--- src/hsv2rgb_pkg.sv ---
// Shared types and constants for the HSV to RGB converter pipeline.
// Depends on nothing; every other file in src imports this package.
package hsv2rgb_pkg;

    // Default channel width for saturation, brightness and the color outputs.
    localparam int CHANNEL_BITS_DEF = 8;

    // Hue arrives in 1/16 degree steps: a full turn is 5760, a sector is 960.
    localparam int HUE_W    = 13;
    localparam int REM_W    = 10;
    localparam int SECTOR_W = 3;

    localparam logic [HUE_W-1:0] HUE_FULL_TURN = 13'd5760;
    localparam logic [HUE_W-1:0] HUE_SECTOR    = 13'd960;
    localparam logic [REM_W-1:0] SECTOR_SPAN   = 10'd960;
    localparam logic [REM_W-1:0] SECTOR_HALF   = 10'd480;

    // Rounded division by 960 is done as a shift by 6 followed by a
    // reciprocal multiply for the remaining factor of 15. The reciprocal is
    // ceil(2^23 / 15); it is exact for shifted values below 2^20.
    localparam int               FRAC_SHIFT  = 6;
    localparam int               RECIP_SHIFT = 23;
    localparam int               RECIP_W     = 20;
    localparam logic [RECIP_W-1:0] RECIP_15  = 20'd559241;

    // Hue sectors of 60 degrees each.
    localparam logic [SECTOR_W-1:0] SECT_RED     = 3'd0;
    localparam logic [SECTOR_W-1:0] SECT_YELLOW  = 3'd1;
    localparam logic [SECTOR_W-1:0] SECT_GREEN   = 3'd2;
    localparam logic [SECTOR_W-1:0] SECT_CYAN    = 3'd3;
    localparam logic [SECTOR_W-1:0] SECT_BLUE    = 3'd4;
    localparam logic [SECTOR_W-1:0] SECT_MAGENTA = 3'd5;

    // Load enables for the five pipeline registers.
    typedef struct packed {
        logic s1;
        logic s2;
        logic s3;
        logic s4;
        logic s5;
    } t_pipe_en;

    // Hue at which a sector starts.
    function automatic logic [HUE_W-1:0] sector_base(input logic [SECTOR_W-1:0] sector);
        logic [HUE_W-1:0] base;
        case (sector)
            SECT_RED:     base = 13'd0;
            SECT_YELLOW:  base = 13'd960;
            SECT_GREEN:   base = 13'd1920;
            SECT_CYAN:    base = 13'd2880;
            SECT_BLUE:    base = 13'd3840;
            SECT_MAGENTA: base = 13'd4800;
            default:      base = 13'd0;
        endcase
        return base;
    endfunction

endpackage

--- src/hsv2rgb_hue_stage.sv ---
// First pipeline stage: wraps the hue and splits it into sector and remainder.
// Depends on hsv2rgb_pkg.
module hsv2rgb_hue_stage #(
    parameter int CHANNEL_BITS = hsv2rgb_pkg::CHANNEL_BITS_DEF
) (
    input  logic                              i_clk,
    input  hsv2rgb_pkg::t_pipe_en             i_en,
    input  logic [hsv2rgb_pkg::HUE_W-1:0]     i_hue,
    input  logic [CHANNEL_BITS-1:0]           i_saturation,
    input  logic [CHANNEL_BITS-1:0]           i_brightness,
    output logic [hsv2rgb_pkg::SECTOR_W-1:0]  o_sector,
    output logic [hsv2rgb_pkg::REM_W-1:0]     o_rem,
    output logic [CHANNEL_BITS-1:0]           o_saturation,
    output logic [CHANNEL_BITS-1:0]           o_brightness
);
    import hsv2rgb_pkg::*;

    logic [HUE_W-1:0]    hue_wrap;
    logic [HUE_W-1:0]    rem_full;
    logic [SECTOR_W-1:0] n_sector;
    logic [SECTOR_W-1:0] r_sector;
    logic [REM_W-1:0]    r_rem;
    logic [CHANNEL_BITS-1:0] r_sat;
    logic [CHANNEL_BITS-1:0] r_bright;

    // A full turn or more counts as zero; the sector is found by comparing
    // against the five sector boundaries in parallel.
    always_comb begin
        hue_wrap = (i_hue >= HUE_FULL_TURN) ? '0 : i_hue;
        n_sector = SECT_RED;
        if (hue_wrap >= sector_base(SECT_YELLOW)) begin
            n_sector = SECT_YELLOW;
        end
        if (hue_wrap >= sector_base(SECT_GREEN)) begin
            n_sector = SECT_GREEN;
        end
        if (hue_wrap >= sector_base(SECT_CYAN)) begin
            n_sector = SECT_CYAN;
        end
        if (hue_wrap >= sector_base(SECT_BLUE)) begin
            n_sector = SECT_BLUE;
        end
        if (hue_wrap >= sector_base(SECT_MAGENTA)) begin
            n_sector = SECT_MAGENTA;
        end
        rem_full = hue_wrap - sector_base(n_sector);
    end

    always_ff @(posedge i_clk) begin
        if (i_en.s1) begin
            r_sector <= n_sector;
            r_rem    <= rem_full[REM_W-1:0];
            r_sat    <= i_saturation;
            r_bright <= i_brightness;
        end
    end

    assign o_sector     = r_sector;
    assign o_rem        = r_rem;
    assign o_saturation = r_sat;
    assign o_brightness = r_bright;

endmodule

--- src/hsv2rgb_frac_stages.sv ---
// Stages two to four: saturation products, rounded scaling by 1/960, and the
// brightness products for q and t. Depends on hsv2rgb_pkg.
module hsv2rgb_frac_stages #(
    parameter int CHANNEL_BITS = hsv2rgb_pkg::CHANNEL_BITS_DEF
) (
    input  logic                              i_clk,
    input  hsv2rgb_pkg::t_pipe_en             i_en,
    input  logic [hsv2rgb_pkg::SECTOR_W-1:0]  i_sector,
    input  logic [hsv2rgb_pkg::REM_W-1:0]     i_rem,
    input  logic [CHANNEL_BITS-1:0]           i_saturation,
    input  logic [CHANNEL_BITS-1:0]           i_brightness,
    output logic [hsv2rgb_pkg::SECTOR_W-1:0]  o_sector,
    output logic [CHANNEL_BITS-1:0]           o_brightness,
    output logic [2*CHANNEL_BITS-1:0]         o_prod_p,
    output logic [2*CHANNEL_BITS-1:0]         o_prod_q,
    output logic [2*CHANNEL_BITS-1:0]         o_prod_t
);
    import hsv2rgb_pkg::*;

    localparam int PS_W = CHANNEL_BITS + REM_W;
    localparam int Z_W  = PS_W - FRAC_SHIFT;
    localparam int M_W  = Z_W + RECIP_W;
    localparam int PP_W = 2 * CHANNEL_BITS;
    localparam logic [CHANNEL_BITS-1:0] FULL_SCALE = '1;

    // Stage two registers.
    logic [PS_W-1:0]         r2_ps;
    logic [PS_W-1:0]         r2_pq;
    logic [PP_W-1:0]         r2_pp;
    logic [CHANNEL_BITS-1:0] r2_bright;
    logic [SECTOR_W-1:0]     r2_sector;
    // Stage three registers.
    logic [M_W-1:0]          r3_ms;
    logic [M_W-1:0]          r3_mq;
    logic [PP_W-1:0]         r3_pp;
    logic [CHANNEL_BITS-1:0] r3_bright;
    logic [SECTOR_W-1:0]     r3_sector;
    // Stage four registers.
    logic [PP_W-1:0]         r4_pq;
    logic [PP_W-1:0]         r4_pt;
    logic [PP_W-1:0]         r4_pp;
    logic [CHANNEL_BITS-1:0] r4_bright;
    logic [SECTOR_W-1:0]     r4_sector;

    logic [REM_W-1:0]        rem_rest;
    logic [PS_W-1:0]         ps_round;
    logic [PS_W-1:0]         pq_round;
    logic [Z_W-1:0]          z_s;
    logic [Z_W-1:0]          z_q;
    logic [CHANNEL_BITS-1:0] sp;
    logic [CHANNEL_BITS-1:0] sq;

    always_comb begin
        rem_rest = SECTOR_SPAN - i_rem;
        // Adding half of 960 before the shift gives round-half-up.
        ps_round = r2_ps + PS_W'(SECTOR_HALF);
        pq_round = r2_pq + PS_W'(SECTOR_HALF);
        z_s      = ps_round[PS_W-1:FRAC_SHIFT];
        z_q      = pq_round[PS_W-1:FRAC_SHIFT];
        // The scaled saturation terms never exceed full scale.
        sp       = r3_ms[RECIP_SHIFT +: CHANNEL_BITS];
        sq       = r3_mq[RECIP_SHIFT +: CHANNEL_BITS];
    end

    always_ff @(posedge i_clk) begin
        if (i_en.s2) begin
            r2_ps     <= PS_W'(i_saturation) * PS_W'(i_rem);
            r2_pq     <= PS_W'(i_saturation) * PS_W'(rem_rest);
            r2_pp     <= PP_W'(i_brightness) * PP_W'(FULL_SCALE - i_saturation);
            r2_bright <= i_brightness;
            r2_sector <= i_sector;
        end
        if (i_en.s3) begin
            r3_ms     <= M_W'(z_s) * M_W'(RECIP_15);
            r3_mq     <= M_W'(z_q) * M_W'(RECIP_15);
            r3_pp     <= r2_pp;
            r3_bright <= r2_bright;
            r3_sector <= r2_sector;
        end
        if (i_en.s4) begin
            r4_pq     <= PP_W'(r3_bright) * PP_W'(FULL_SCALE - sp);
            r4_pt     <= PP_W'(r3_bright) * PP_W'(FULL_SCALE - sq);
            r4_pp     <= r3_pp;
            r4_bright <= r3_bright;
            r4_sector <= r3_sector;
        end
    end

    assign o_sector     = r4_sector;
    assign o_brightness = r4_bright;
    assign o_prod_p     = r4_pp;
    assign o_prod_q     = r4_pq;
    assign o_prod_t     = r4_pt;

endmodule

--- src/hsv2rgb_out_stage.sv ---
// Last stage: rounded division of p, q and t by full scale, channel routing
// by sector, and the output register. Depends on hsv2rgb_pkg.
module hsv2rgb_out_stage #(
    parameter int CHANNEL_BITS = hsv2rgb_pkg::CHANNEL_BITS_DEF
) (
    input  logic                              i_clk,
    input  hsv2rgb_pkg::t_pipe_en             i_en,
    input  logic [hsv2rgb_pkg::SECTOR_W-1:0]  i_sector,
    input  logic [CHANNEL_BITS-1:0]           i_brightness,
    input  logic [2*CHANNEL_BITS-1:0]         i_prod_p,
    input  logic [2*CHANNEL_BITS-1:0]         i_prod_q,
    input  logic [2*CHANNEL_BITS-1:0]         i_prod_t,
    output logic [CHANNEL_BITS-1:0]           o_red,
    output logic [CHANNEL_BITS-1:0]           o_green,
    output logic [CHANNEL_BITS-1:0]           o_blue
);
    import hsv2rgb_pkg::*;

    localparam int PP_W = 2 * CHANNEL_BITS;
    localparam logic [CHANNEL_BITS:0] FS_X  = {1'b0, {CHANNEL_BITS{1'b1}}};
    localparam logic [CHANNEL_BITS:0] FS_X2 = {FS_X[CHANNEL_BITS-1:0], 1'b0};
    localparam logic [PP_W-1:0]       HALF  = PP_W'((1 << (CHANNEL_BITS - 1)) - 1);

    // Rounded division by 2^N - 1. With y = hi * 2^N + lo, y equals
    // hi * (2^N - 1) + (hi + lo), and hi + lo stays at or below twice the
    // divisor, so two compares finish the quotient.
    function automatic logic [CHANNEL_BITS-1:0] div_full(input logic [PP_W-1:0] prod);
        logic [PP_W-1:0]       y;
        logic [CHANNEL_BITS:0] q0;
        logic [CHANNEL_BITS:0] lo_sum;
        logic [CHANNEL_BITS:0] quo;
        y      = prod + HALF;
        q0     = {1'b0, y[PP_W-1:CHANNEL_BITS]};
        lo_sum = {1'b0, y[CHANNEL_BITS-1:0]} + q0;
        quo    = q0;
        if (lo_sum >= FS_X) begin
            quo = quo + (CHANNEL_BITS+1)'(1);
        end
        if (lo_sum >= FS_X2) begin
            quo = quo + (CHANNEL_BITS+1)'(1);
        end
        return quo[CHANNEL_BITS-1:0];
    endfunction

    logic [CHANNEL_BITS-1:0] p_val;
    logic [CHANNEL_BITS-1:0] q_val;
    logic [CHANNEL_BITS-1:0] t_val;
    logic [CHANNEL_BITS-1:0] n_red;
    logic [CHANNEL_BITS-1:0] n_green;
    logic [CHANNEL_BITS-1:0] n_blue;
    logic [CHANNEL_BITS-1:0] r_red;
    logic [CHANNEL_BITS-1:0] r_green;
    logic [CHANNEL_BITS-1:0] r_blue;

    always_comb begin
        p_val = div_full(i_prod_p);
        q_val = div_full(i_prod_q);
        t_val = div_full(i_prod_t);
        case (i_sector)
            SECT_RED: begin
                n_red = i_brightness; n_green = t_val;        n_blue = p_val;
            end
            SECT_YELLOW: begin
                n_red = q_val;        n_green = i_brightness; n_blue = p_val;
            end
            SECT_GREEN: begin
                n_red = p_val;        n_green = i_brightness; n_blue = t_val;
            end
            SECT_CYAN: begin
                n_red = p_val;        n_green = q_val;        n_blue = i_brightness;
            end
            SECT_BLUE: begin
                n_red = t_val;        n_green = p_val;        n_blue = i_brightness;
            end
            default: begin
                n_red = i_brightness; n_green = p_val;        n_blue = q_val;
            end
        endcase
    end

    always_ff @(posedge i_clk) begin
        if (i_en.s5) begin
            r_red   <= n_red;
            r_green <= n_green;
            r_blue  <= n_blue;
        end
    end

    assign o_red   = r_red;
    assign o_green = r_green;
    assign o_blue  = r_blue;

endmodule

--- src/hsv_to_rgb_converter.sv ---
// Top level of the HSV to RGB converter: pipeline valid tracking and stalls.
// Depends on hsv2rgb_pkg, hsv2rgb_hue_stage, hsv2rgb_frac_stages, hsv2rgb_out_stage.
//
// This block turns one HSV pixel word into one RGB word. Hue is in 1/16 degree
// steps (a hue of 5760 or more acts as zero); saturation, brightness and the
// three color channels are CHANNEL_BITS-wide fractions where all ones means
// 1.0. Every division (by 960 for the hue fraction, by full scale for p, q and
// t) rounds half up. A zero saturation needs no special path: p, q and t all
// come out equal to the brightness, which gives gray. The datapath is a
// five-stage pipeline (hue split, saturation products, scaling by 1/960,
// brightness products, final division and channel routing), so the result
// word passes through the stage registers in that order and is presented by
// the output register; one word can be accepted on every clock while no
// stall has filled every stage. Each stage loads whenever it is empty or the
// stage after it moves, so a stall at the output only holds up the input
// once every stage is full, and empty slots are squeezed out while the output
// waits. Both channels use valid/ready; the input channel's o_ready is a
// combinational function of the stage valid bits and i_ready.
module hsv_to_rgb_converter #(
    parameter int CHANNEL_BITS = hsv2rgb_pkg::CHANNEL_BITS_DEF
) (
    input  logic                              i_clk,
    input  logic                              i_rst_n,
    // Input channel.
    input  logic                              i_valid,
    output logic                              o_ready,
    input  logic [hsv2rgb_pkg::HUE_W-1:0]     i_hue,
    input  logic [CHANNEL_BITS-1:0]           i_saturation,
    input  logic [CHANNEL_BITS-1:0]           i_brightness,
    // Output channel.
    output logic                              o_valid,
    input  logic                              i_ready,
    output logic [CHANNEL_BITS-1:0]           o_red,
    output logic [CHANNEL_BITS-1:0]           o_green,
    output logic [CHANNEL_BITS-1:0]           o_blue
);
    import hsv2rgb_pkg::*;

    localparam int N_STAGES = 5;

    // One valid bit per pipeline register; the last one is the output word.
    logic [N_STAGES-1:0] r_valid;
    logic [N_STAGES-1:0] n_valid;
    logic [N_STAGES-1:0] stage_en;
    t_pipe_en            pipe_en;

    logic [SECTOR_W-1:0]     s1_sector;
    logic [REM_W-1:0]        s1_rem;
    logic [CHANNEL_BITS-1:0] s1_sat;
    logic [CHANNEL_BITS-1:0] s1_bright;
    logic [SECTOR_W-1:0]     s4_sector;
    logic [CHANNEL_BITS-1:0] s4_bright;
    logic [2*CHANNEL_BITS-1:0] s4_prod_p;
    logic [2*CHANNEL_BITS-1:0] s4_prod_q;
    logic [2*CHANNEL_BITS-1:0] s4_prod_t;

    // A stage loads when it holds nothing or its contents move on. The chain
    // runs from the output back to the input.
    always_comb begin
        stage_en[N_STAGES-1] = !r_valid[N_STAGES-1] || i_ready;
        for (int k = N_STAGES - 2; k >= 0; k--) begin
            stage_en[k] = !r_valid[k] || stage_en[k+1];
        end
        n_valid[0] = stage_en[0] ? i_valid : r_valid[0];
        for (int k = 1; k < N_STAGES; k++) begin
            n_valid[k] = stage_en[k] ? r_valid[k-1] : r_valid[k];
        end
    end

    assign pipe_en = '{s1: stage_en[0], s2: stage_en[1], s3: stage_en[2],
                       s4: stage_en[3], s5: stage_en[4]};

    always_ff @(posedge i_clk) begin
        if (!i_rst_n) begin
            r_valid <= '0;
        end else begin
            r_valid <= n_valid;
        end
    end

    assign o_ready = stage_en[0];
    assign o_valid = r_valid[N_STAGES-1];

    hsv2rgb_hue_stage #(
        .CHANNEL_BITS (CHANNEL_BITS)
    ) u_hue_stage (
        .i_clk        (i_clk),
        .i_en         (pipe_en),
        .i_hue        (i_hue),
        .i_saturation (i_saturation),
        .i_brightness (i_brightness),
        .o_sector     (s1_sector),
        .o_rem        (s1_rem),
        .o_saturation (s1_sat),
        .o_brightness (s1_bright)
    );

    hsv2rgb_frac_stages #(
        .CHANNEL_BITS (CHANNEL_BITS)
    ) u_frac_stages (
        .i_clk        (i_clk),
        .i_en         (pipe_en),
        .i_sector     (s1_sector),
        .i_rem        (s1_rem),
        .i_saturation (s1_sat),
        .i_brightness (s1_bright),
        .o_sector     (s4_sector),
        .o_brightness (s4_bright),
        .o_prod_p     (s4_prod_p),
        .o_prod_q     (s4_prod_q),
        .o_prod_t     (s4_prod_t)
    );

    hsv2rgb_out_stage #(
        .CHANNEL_BITS (CHANNEL_BITS)
    ) u_out_stage (
        .i_clk        (i_clk),
        .i_en         (pipe_en),
        .i_sector     (s4_sector),
        .i_brightness (s4_bright),
        .i_prod_p     (s4_prod_p),
        .i_prod_q     (s4_prod_q),
        .i_prod_t     (s4_prod_t),
        .o_red        (o_red),
        .o_green      (o_green),
        .o_blue       (o_blue)
    );

endmodule

--- config.mk ---
export PLATFORM = sky130hd
export DESIGN_NAME = hsv_to_rgb_converter
export DESIGN_NICKNAME = d
export VERILOG_FILES = /design/src/hsv2rgb_pkg.sv /design/src/hsv2rgb_hue_stage.sv /design/src/hsv2rgb_frac_stages.sv /design/src/hsv2rgb_out_stage.sv /design/src/hsv_to_rgb_converter.sv
export SDC_FILE = /design/constraint.sdc
export NUM_CORES = 1
export LEC_CHECK = 0
export BUFFER_PORTS_ARGS = -buffer_cell sky130_fd_sc_hd__buf_2
export CORE_MARGIN = 2
export CORE_UTILIZATION = 50
export DETAILED_ROUTE_END_ITERATION = 10
export PLACE_DENSITY_LB_ADDON = 0.25
export SYNTH_ARGS = -nofsm -noshare
export SYNTH_HDL_FRONTEND = slang
export SYNTH_SLANG_ARGS = --single-unit
--- constraint.sdc ---
create_clock -name i_clk -period 6.99 [get_ports i_clk]
set_input_delay 1.398 -clock i_clk [delete_from_list [all_inputs] [get_ports i_clk]]
set_output_delay 1.398 -clock i_clk [all_outputs]
set_load 0.02 [all_outputs]
==> results of run 1 <==
registers in the layout, indices dropped and copies added, names as in the netlist, 10 cells and up:
signal and count:
u_frac_stages.o_prod_t 16, u_frac_stages.r2_pq 13, u_frac_stages.o_prod_p 16, u_frac_stages.r2_pp 16, u_frac_stages.r2_ps 13, u_frac_stages.r3_pp 16
u_frac_stages.o_prod_q 16, u_hue_stage.o_rem 10
final cells by class:
| type | instances | area [um^2] | area share [%] |
|---|---|---|---|
| multi-input combinational | 1853 | 16840 | 63.30 |
| sequential | 213 | 6346 | 23.85 |
| inverter | 381 | 1430 | 5.374 |
| tap | 664 | 830.8 | 3.122 |
| clock buffer | 29 | 640.6 | 2.407 |
| timing repair buffer | 71 | 387.9 | 1.457 |
| clock inverter | 17 | 132.6 | 0.4984 |
through the flow:
| step | setup slack, ns | util (%) | hold WS (ns) | std cells | area (um^2) |
|---|---|---|---|---|---|
| finish | 0.8478 | 54.37 | 0.3979 | 3228 | 26610 |
| global route | 0.3835 | 54.37 | 0.4184 | 3228 | 26610 |
| CTS | 0.9142 | 54.37 | 0.4012 | 3228 | 26610 |
| detailed placement | 0.9757 | 52.79 | 0.4045 | 3182 | 25840 |
| global placement | 1.109 | 52.79 | 0.4032 | 3182 | 25840 |
| floorplan | 1.742 | - | 0.4003 | 2502 | 24830 |
synthesized netlist by cell type, types with 49 or more instances:
master,count,area (um^2)
clkbuf_1,49,183.9
inv_1,378,1419
a21oi_1,74,370.4
nor2b_1,138,863.3
ha_1,316,3954
nand2_1,173,649.4
xnor2_1,111,972.2
nor2_1,97,364.1
nand2b_1,100,625.6
xor2_1,60,525.5
edfxtp_1,208,6246
fa_1,231,4624
and2_1,101,631.9
o21ai_0,68,340.3
per-layer routing:
layer	vias to the layer above	routed length, um
met5	-	0
met4	0	1182
met3	81	1721
met2	343	25520
met1	8534	22370
li1	8503	-
worst paths after layout:
| path | end | slack [ns] | depth (start not counted) |
|---|---|---|---|
| setup / recovery | u_out_stage.o_red[6] | 0.85 | 22 |
| hold / removal | u_frac_stages.r3_bright[6] | 0.40 | 0 |
| setup reg to reg | u_out_stage.o_red[6] | 0.85 | 22 |
| hold reg to reg | u_frac_stages.r3_bright[6] | 0.40 | 0 |
kinds of logic after synthesis:
| kind of cell | after synthesis | synth area share [%] |
|---|---|---|
| compound gates | 350 | 9.496 |
| xor+xnor | 174 | 6.300 |
| fa+ha+maj | 548 | 34.60 |
| buf+inv | 436 | 6.602 |
| flops | 213 | 25.56 |
| mux | 19 | 0.7913 |
| simple gates | 762 | 16.65 |
critical path, cell delays in order (launching register included):
cell	delay [ns]
edfxtp_1	0.40
inv_1	0.11
ha_1	0.20
or3b_2	0.48
or2_1	0.28
nand4_1	0.12
xor2_1	0.39
inv_1	0.10
ha_1	0.39
o21a_1	0.17
a21oi_1	0.27
a21oi_1	0.11
a311o_1	0.32
o22a_1	0.21
a31oi_1	0.75
xnor2_1	0.20
ha_1	0.22
nand2_1	0.07
nor4_2	0.23
a31oi_1	0.16
xnor2_1	0.28
a21oi_1	0.11
a221o_1	0.31
==> results, run 1 <==
- Clock-pin slew was measured on the worst setup and hold paths at 0.06 ns.
- The worst clock skew is 0.02421 ns.
- The clock sink total is 213.
- The number of diodes added for antenna fixing is 0.
- The number of H-tree levels is 1.
- Buffers inserted to repair hold after CTS numbered 0.
- The number of instances in the synthesized netlist is 2,502.
- Once the clock tree was built, the resizer swapped 0 gates to a different size.
- The sequential share of the synthesized area is 25.56%.
- The maximum number of pins on one net before global-route repair is 60.
- The minimum clock period after layout is 6.142 ns.
- The full die area is 51,450 um^2.
- In the layout the commonest cells are inv_1 (378), ha_1 (316), fa_1 (231).
- After routing, the total negative slack on setup checks comes to 0 ns.
- The number of buffers on the longest clock path is 3.
- The overall via count from detail_route is 17,460.
- The clock latency reported for the late side of the worst-skew pair is 0.55 ns.
- The vertical extent of the die is 226.8 um.
- The layout filler cell count is 4,313.
- The quantity of I/O buffers inserted on ports is 58.
- The number of hold-slack violations in the final timing report is 0.
- The synthesized netlist contains 84 unique library cells.
- The CTS tree is yes.
- The first routing iteration left 1,081 violations.
- Across the run, the number of max-cap violations was 0.
- The endpoint type of the worst setup path is a flip-flop.
- The net count of the mapped netlist is 3,082.
- Tracing the worst setup path back leads to its startpoint at u_frac_stages.o_prod_t[0].
- For this run, the leading register cell type out of synthesis is edfxtp_1.
- The fraction of final layout cells sized beyond drive strength 1 is 5.577%.
- The mapped cell area is 24,830 um^2.
- The routing layer with the top usage in global route is met2.
- The routed design has 50.80 mm of wire.
- For this run, global-route usage on met1 was measured as 26.51%.
- The total CTS buffers is 25.
- The type of the worst min-delay path is reg -> reg.
- The core area is 48,950 um^2.
- The sum of net half-perimeters after detailed placement is 40.32 mm.
- The worst slew margin relative to its limit is 20.27%.
- STA classifies the critical path startpoint as a flip-flop.
- The initial utilization of the core area, before any placement, comes to 50.71%.
- The remaining antenna violation count after routing is 0.
- The number of global-route vias before repair came to 17,960.
- The total of flip-flops plus latches after synthesis is 213.
- Yosys mapped a number of flops with a built-in enable equal to 208.
- For the pin with the worst max-slew slack, the measured transition is 1.192 ns.
- The source of the worst hold timing path is u_frac_stages.r2_bright[6].
- The most common library cell in the layout ignoring fill and taps is inv_1.
- The area added between synthesis and finish is 7.202%.
- The first-pass GRT wire length is 85.86 mm.
- The number of DRC violations after detailed routing is 0.
- In this run the core area contains 81 standard-cell rows.
- Measured along the x axis, the die boundary spans 226.8 um.
- The flow ran to the end, and the final reports show no timing, DRC or antenna violations.
- In this run the clock root is driven by a clkbuf_16.
- The number of setup buffers added after CTS is 0.
- The ratio of routed vias to standard cells is 5.409.
- In the finished design, the share of the clock period the worst path needs comes to 87.87%.
- Global routing consumed, over all layers together, 20.38% of the routing resources.
- Setup violations remaining at the end of the flow were counted as 0.
- Global routing used 36.27% of the available met2 tracks.
- The worst register-to-register path begins at u_frac_stages.o_prod_t[0].
- During I/O placement, the number of pins put on the boundary was 59.
- Setup repair after global routing left no endpoint under its margin.
- The final-stage net count is 3,125.
- Global routing finished with a remaining overflow of 0.
- For met3 alone, demand over resource in global routing was 2.060%.
- The critical path data required time is 7.29 ns.
- The post-synthesis average cell area is 9.922 um^2.
- The count of final max-slew check failures came to 0.
- Timing would allow up to 0.1628 GHz.
- The critical setup path kind is reg -> reg.
- The critical path data arrival time is 6.44 ns.
- At the end of routability-driven placement, the weighted congestion stood at 0.8874.
- For this run, the number of Yosys warnings is 0.
- Of all flip-flops after synthesis, the portion carrying an async set or reset was 0%.
- The number of antenna violations at the first check in global routing is 1.
- The maximum net fanout on the critical path is 11.
- Dividing the detail-routed wire length by the instance count gives 15.74 um.
- The number of detailed-route iterations in the first pass is 5.
Power of run 1 is not shown: default switching activity piles up to over one toggle a cycle in this logic, so the estimate is an artifact.
==> inputs of run 2 (changes only) <==
--- a/config.mk
+++ b/config.mk
@@ -9,7 +9,7 @@
 export CORE_MARGIN = 2
 export CORE_UTILIZATION = 50
 export DETAILED_ROUTE_END_ITERATION = 10
-export PLACE_DENSITY_LB_ADDON = 0.25
+export PLACE_DENSITY = 0.75
 export SYNTH_ARGS = -nofsm -noshare
 export SYNTH_HDL_FRONTEND = slang
 export SYNTH_SLANG_ARGS = --single-unit
==> run 2 against run 1 <==
Net effect: worst setup slack lost 0.092 ns; flip-flop and latch count is the same; first-iteration DRC count down 0.93%; cell area is 0.14% lower; fmax shrank 1.5%; critical endpoint is now u_out_stage.o_green[2].
==> results, run 2 (same netlist as run 1, synthesis figures left out) <==
- The critical path data required time is 7.25 ns (-0.04 ns).
- The DRC violation total after the first TritonRoute iteration came to 1,071 (-0.93%).
- The remaining antenna violation count after routing is 0 (unchanged).
- The fraction of the core area covered by cells at the end of the flow is 54.29% (-0.074 points).
- The post-cts hold buffer count was 0 (unchanged).
- The number of buffers on the longest clock path came to 3 (unchanged).
- The starting density of the core is 50.71% (unchanged).
- From synthesis to final layout, the design area changed by 7.056%.
- The core area is 48,950 um^2 (unchanged).
- The cell depth of the worst flop-to-flop path was 24 (+9.1%).
- The final period utilization came to 89.19% (+1.3 points).
- The overall via count from detail_route is 17,670 (+1.2%).
- The fraction of final layout cells sized beyond drive strength 1 is 5.551% (-0.026 points).
- The number of detailed-route iterations in the first pass is 5 (unchanged).
- The final-layout setup total negative slack was 0 ns (unchanged).
- The maximum number of pins on one net before global-route repair was 60 (unchanged).
- The met3 capacity usage during global routing is 2.281% (+0.22 points).
- The first-pass GRT wire length came to 87.39 mm (+1.8%).
- The final wirelength came to 51.31 mm (+1.0%).
- The worst slew margin relative to its limit is 23.76% (+3.5 points).
- The endpoint of the worst setup timing path is u_out_stage.o_green[2].
- The endpoint type of the worst setup path is a flip-flop.
- The library cells used most frequently in the layout, excluding fill and tap cells, are inv_1 (378), ha_1 (316), fa_1 (231).
- The placement row count is 81 (unchanged).
- The internal reg-to-reg setup slack is 0.76 ns (-0.09 ns).
- The critical path data arrival time is 6.49 ns (+0.05 ns).
- The final-stage net count is 3,122 (-0.096%).
- The routed length per placed instance is 15.92 um (+1.2%).
- The CTS tree is yes.
- The clock slew seen by the registers of the worst setup and hold paths was 0.06 ns (about the same).
- The number of DRC violations after detailed routing is 0 (unchanged).
- The minimum clock period after layout was 6.234 ns (+0.09217 ns).
- The maximum net fanout on the critical path is 11 (unchanged).
- The vertical extent of the die came to 226.8 um (unchanged).
- The cell area after placement came to 25,820 um^2 (about the same).
- The count of max-cap constraint violations is 0 (unchanged).
- The number of resized instances in the post-cts repair step is 0 (unchanged).
- The routing layer with the top usage in global route is met2.
- The type of the worst min-delay path is reg -> reg.
- The type of element launching the critical path is a flip-flop.
- The final setup violation count is 0 (unchanged).
- The number of global-route vias before repair came to 18,430 (+2.6%).
- The number of hold-slack violations in the final timing report is 0 (unchanged).
- The global route total overflow came to 0 (unchanged).
- Tracing the worst setup path back leads to its startpoint at u_frac_stages.o_prod_t[0].
- The total CTS buffers came to 24 (-4.0%).
- The global-route met2 utilization is 36.59% (+0.32 points).
- The number of H-tree levels is 1 (unchanged).
- The placer congestion estimate is 0.8988 (+1.3%).
- The x dimension of the die is 226.8 um (unchanged).
- The slew at the pin with the worst max-slew slack is 1.144 ns (-0.04798 ns).
- The count of final max-slew check failures was 0 (unchanged).
- The quantity of I/O buffers inserted on ports is 58 (unchanged).
- The overall fraction of global-route tracks in use is 20.69% (+0.32 points).
- The run finished with clean final reports.
- The number of diodes added for antenna fixing was 0 (unchanged).
- The clock sink total came to 213 (unchanged).
- The root buffer cell is clkbuf_16.
- Setup repair after global routing left no endpoint under its margin.
- The worst clock skew is 0.01505 ns (-0.009162 ns).
- The clock latency reported for the late side of the worst-skew pair was 0.55 ns (about the same).
- The startpoint identified for the worst register-to-register timing path is u_frac_stages.o_prod_t[0].
- The full die area is 51,450 um^2 (unchanged).
- The global-route track usage on met1 is 26.48% (about the same).
- The cell area after layout is 26,580 um^2 (-0.14%).
- The ratio of routed vias to standard cells is 5.484 (+1.4%).
- The destination of the worst register-to-register timing path is u_out_stage.o_green[2].
- The setup path with the least slack is of type reg -> reg.
- The sum of net half-perimeters after detailed placement was 40.47 mm (+0.37%).
- The number of setup buffers added after CTS came to 0 (unchanged).
- The library cell used most frequently in the layout, excluding fill and tap cells, is inv_1.
- The layout filler cell count came to 4,291 (-0.51%).
- The number of antenna violations at the first check in global routing is 0 (-1).
- The number of primary I/O pins was 59 (unchanged).
- The peak clock frequency supported by timing was 0.1604 GHz (-1.5%).
[run 2: cell count changes in the layout (fill, tap and decap cells not counted), sizes merged]
cell / change
clkbuf: -2
clkinvlp: +4
clkinv: -8
inv: +2
buf: -2
[run 2: metrics by stage]
| stage | setup WS, ns | instances | hold slack (ns) |
|---|---|---|---|
| finish | 0.7557 | 3222 | 0.4128 |
| global route | 0.1574 | 3222 | 0.4224 |
| CTS | 0.7818 | 3222 | 0.4130 |
| detailed placement | 0.8225 | 3180 | 0.4045 |
| global placement | 1.049 | 3180 | 0.4022 |
| floorplan | 1.742 | 2502 | 0.4003 |
[run 2: worst min path at each step]
stage                               startpoint                          to  slack [ns]  cells past startpoint
detailed placement  u_frac_stages.r3_sector[0]   u_frac_stages.o_sector[0]        0.40                      0
finish              u_frac_stages.r2_bright[4]  u_frac_stages.r3_bright[4]        0.41                      0
global route        u_frac_stages.r2_bright[4]  u_frac_stages.r3_bright[4]        0.42                      0
floorplan               u_frac_stages.r3_pp[0]   u_frac_stages.o_prod_p[0]        0.40                      0
global placement    u_frac_stages.r2_bright[7]  u_frac_stages.r3_bright[7]        0.40                      0
CTS                 u_frac_stages.r2_bright[4]  u_frac_stages.r3_bright[4]        0.41                      0
[run 2: critical path: stages, from the launching register on]
cell and delay (ns):
edfxtp_1 0.41, inv_1 0.12, ha_1 0.21, or3b_2 0.48, or2_1 0.27, nand4_1 0.12
xor2_1 0.42, inv_1 0.10, ha_1 0.40, o21a_1 0.16, a21oi_1 0.25, a21oi_1 0.13
a311o_1 0.33, o22a_1 0.22, a31oi_1 0.78, nand2b_1 0.15, o21a_1 0.15, ha_1 0.22
nand3b_1 0.08, o21ai_0 0.09, a32oi_1 0.25, xnor2_1 0.16, mux2i_1 0.23, o21ba_2 0.16
o21ai_0 0.06
[run 2: area by class of cell]
class / instances / area [um^2] / area share [%]
Multi-Input combinational cell: 1853 / 16840 / 63.38
Sequential cell: 213 / 6346 / 23.88
Tap cell: 664 / 830.8 / 3.126
Clock buffer: 27 / 611.8 / 2.302
Clock inverter: 15 / 140.1 / 0.5273
Timing Repair Buffer: 69 / 372.9 / 1.403
Inverter: 381 / 1430 / 5.381
[run 2: routing by layer]
layer,vias up,part of all wire [%],wire [um]
met2,381,50,25580
met5,-,0,0
met3,90,3.9,2023
met4,0,2.8,1449
met1,8720,43,22250
li1,8477,-,-
Power of run 2 is left out for the same reason.
==> inputs of run 3 (changes only) <==
--- a/config.mk
+++ b/config.mk
@@ -9,6 +9,7 @@
 export CORE_MARGIN = 2
 export CORE_UTILIZATION = 50
 export DETAILED_ROUTE_END_ITERATION = 10
+export GPL_TIMING_DRIVEN = 0
 export PLACE_DENSITY = 0.75
 export SYNTH_ARGS = -nofsm -noshare
 export SYNTH_HDL_FRONTEND = slang
==> run 3 against run 2 <==
Net effect: flip-flop and latch count stayed put; sequential share of layout area is 0.19 points lower; worst setup slack better by 0.013 ns; fmax is 0.20% higher; non-clock buffer count is 46 higher; routed wire length is 0.13% higher; core utilization is 0.43 points higher; hold slack better by 0.0064 ns; global-route usage is 0.36 points lower; critical path type unchanged; highest routed layer is now met5.
==> results, run 3 (same netlist as run 1, synthesis figures left out) <==
- The cell area after layout is 26,790 um^2 (+0.80%).
- The run finished with clean final reports.
- The quantity of I/O buffers inserted on ports is 58 (unchanged).
- The layout filler cell count is 4,273 (-0.42%).
- The clock sink total is 213 (unchanged).
- The clock slew seen by the registers of the worst setup and hold paths came to 0.07 ns (about the same).
- The peak per-stage delay on the critical path came to 0.48 ns (-0.30 ns).
- For hold timing, the worst endpoint is u_frac_stages.r3_pp[3].
- The cell area after placement came to 25,990 um^2 (+0.64%).
- The overall fraction of global-route tracks in use came to 20.34% (-0.36 points).
- The peak clock frequency supported by timing is 0.1607 GHz (+0.20%).
- The minimum clock period after layout is 6.222 ns (-0.01272 ns).
- The number of buffers on the longest clock path is 3 (unchanged).
- The routed length per placed instance is 15.72 um (-1.3%).
- The clock latency reported for the late side of the worst-skew pair was 0.54 ns (about the same).
- The CTS tree is yes.
- The worst clock skew is 0.01460 ns (-0.0004483 ns).
- The number of DRC violations after detailed routing came to 0 (unchanged).
- The remaining antenna violation count after routing is 0 (unchanged).
- The placer congestion estimate came to 0.8834 (-1.7%).
- The critical path is of the reg -> reg type.
- The global route total overflow is 0 (unchanged).
- The final period utilization is 89.01% (-0.18 points).
- The final setup violation count was 0 (unchanged).
- The root buffer cell is clkbuf_16.
- The worst hold path begins at u_frac_stages.r2_pp[3].
- The count of max-cap constraint violations is 0 (unchanged).
- The number of detailed-route iterations in the first pass came to 6 (+1).
- In this run the critical register-to-register path is captured at u_out_stage.o_red[6].
- The total CTS buffers is 24 (unchanged).
- The worst slew margin relative to its limit is 42.79% (+19 points).
- The number of antenna violations at the first check in global routing is 3 (+3).
- The number of primary I/O pins is 59 (unchanged).
- The number of buffers and inverters on the critical path is 3 (+1).
- The type of element launching the critical path is a flip-flop.
- The vertical extent of the die came to 226.8 um (unchanged).
- Setup repair after global routing left no endpoint under its margin.
- The post-cts hold buffer count was 0 (unchanged).
- The core area is 48,950 um^2 (unchanged).
- The type of the worst min-delay path is reg -> reg.
- The first-pass GRT wire length is 85.33 mm (-2.4%).
- The final wirelength is 51.38 mm (+0.13%).
- Walking the worst path, the cells encountered are inv_1 -> ha_1 -> or3b_2 -> or2_1 -> nand4_1 -> xor2_1 -> inv_1 -> ha_1 -> o21a_1 -> a21oi_1 -> a21oi_1 -> a311o_1 -> o22a_1 -> a31oi_1 -> buf_2 -> xnor2_1 -> ha_1 -> nand2_1 -> nor4_2 -> a31oi_1 -> xnor2_1 -> a21oi_1 -> a221o_1.
- The most common library cell in the layout ignoring fill and taps is inv_1.
- The maximum net fanout on the critical path was 10 (-1).
- The start of the worst register-to-register path is u_frac_stages.o_prod_t[0].
- The count of final max-slew check failures is 0 (unchanged).
- The x dimension of the die came to 226.8 um (unchanged).
- The full die area is 51,450 um^2 (unchanged).
- The final-stage net count is 3,168 (+1.5%).
- The fraction of final layout cells sized beyond drive strength 1 is 5.259% (-0.29 points).
- The cell family contributing the most delay on the critical path is compound AO/OA/AOI/OAI gates.
- The DRC violation total after the first TritonRoute iteration is 926 (-14%).
- The cell depth of the worst flop-to-flop path was 23 (-4.2%).
- The number of H-tree levels is 1 (unchanged).
- The ratio of routed vias to standard cells came to 5.442 (-0.76%).
- The number of global-route vias before repair is 18,110 (-1.7%).
- The hold path depth is 0 (unchanged).
- The final-layout setup total negative slack is 0 ns (unchanged).
- The slew at the pin with the worst max-slew slack is 0.8570 ns (-0.2866 ns).
- The number of setup buffers added after CTS is 0 (unchanged).
- Among all stages on the critical path, the largest delay is contributed by or3b_2.
- The overall via count from detail_route is 17,790 (+0.69%).
- The number of resized instances in the post-cts repair step came to 0 (unchanged).
- The number of hold-slack violations in the final timing report is 0 (unchanged).
- The starting density of the core is 50.71% (unchanged).
- The critical path data arrival time is 6.49 ns (about the same).
- The sum of net half-perimeters after detailed placement was 41.65 mm (+2.9%).
- The maximum number of pins on one net before global-route repair was 47 (-22%).
- The internal reg-to-reg setup slack is 0.77 ns (about the same).
- The area added between synthesis and finish is 7.913%.
- The endpoint type of the worst setup path is a flip-flop.
- In the layout the commonest cells are inv_1 (377), ha_1 (316), fa_1 (231).
- The placement row count is 81 (unchanged).
- The critical path data required time is 7.26 ns (about the same).
- The number of diodes added for antenna fixing is 0 (unchanged).
[run 3: cell types whose count changed in the layout (fill, tap and decap cells not counted), sizes merged]
cell      change
clkinv        +3
clkbuf       +48
clkinvlp      -1
bufinv        +2
buf           -3
inv           -2
[run 3: per-stage QoR]
stage               std cells  hold slack (ns)  setup WS (ns)  util [%]
global placement         3224           0.4036          1.053     53.00
floorplan                2502           0.4003          1.742         -
CTS                      3269           0.4193         0.8244     54.72
finish                   3269           0.4192         0.7684     54.73
detailed placement       3226           0.4054         0.8681     53.10
global route             3269           0.4229         0.4170     54.73
[run 3: worst max-delay path by stage]
| stage | start | endpoint | slack [ns] | cells past startpoint |
|---|---|---|---|---|
| floorplan | u_frac_stages.r2_ps[5] | u_frac_stages.r3_ms[30] | 1.74 | 23 |
| global placement | u_hue_stage.o_rem[5] | u_frac_stages.r2_pq[16] | 1.05 | 19 |
| detailed placement | u_frac_stages.o_prod_t[0] | u_out_stage.o_red[6] | 0.87 | 24 |
| CTS | u_frac_stages.o_prod_t[0] | u_out_stage.o_red[6] | 0.82 | 24 |
| global route | u_frac_stages.o_prod_t[0] | u_out_stage.o_red[6] | 0.42 | 23 |
| finish | u_frac_stages.o_prod_t[0] | u_out_stage.o_red[6] | 0.77 | 23 |
[run 3: area by class of cell]
type / count / area, um^2 / share of cell area [%]
Tap cell: 664 / 830.8 / 3.101
Sequential cell: 213 / 6346 / 23.69
Clock inverter: 17 / 185.2 / 0.6912
Clock buffer: 26 / 608.1 / 2.270
Buffer: 55 / 209.0 / 0.7800
Timing Repair Buffer: 60 / 330.3 / 1.233
Multi-Input combinational cell: 1853 / 16850 / 62.90
Inverter: 381 / 1430 / 5.338
[run 3: layer usage]
| layer | wire (um) | track usage (%) |
|---|---|---|
| met5 | 46 | 0 |
| met2 | 25480 | 36.35 |
| met1 | 22070 | 25.27 |
| met4 | 1615 | 7.237 |
| met3 | 2174 | 2.410 |
Power of run 3 is left out for the same reason.
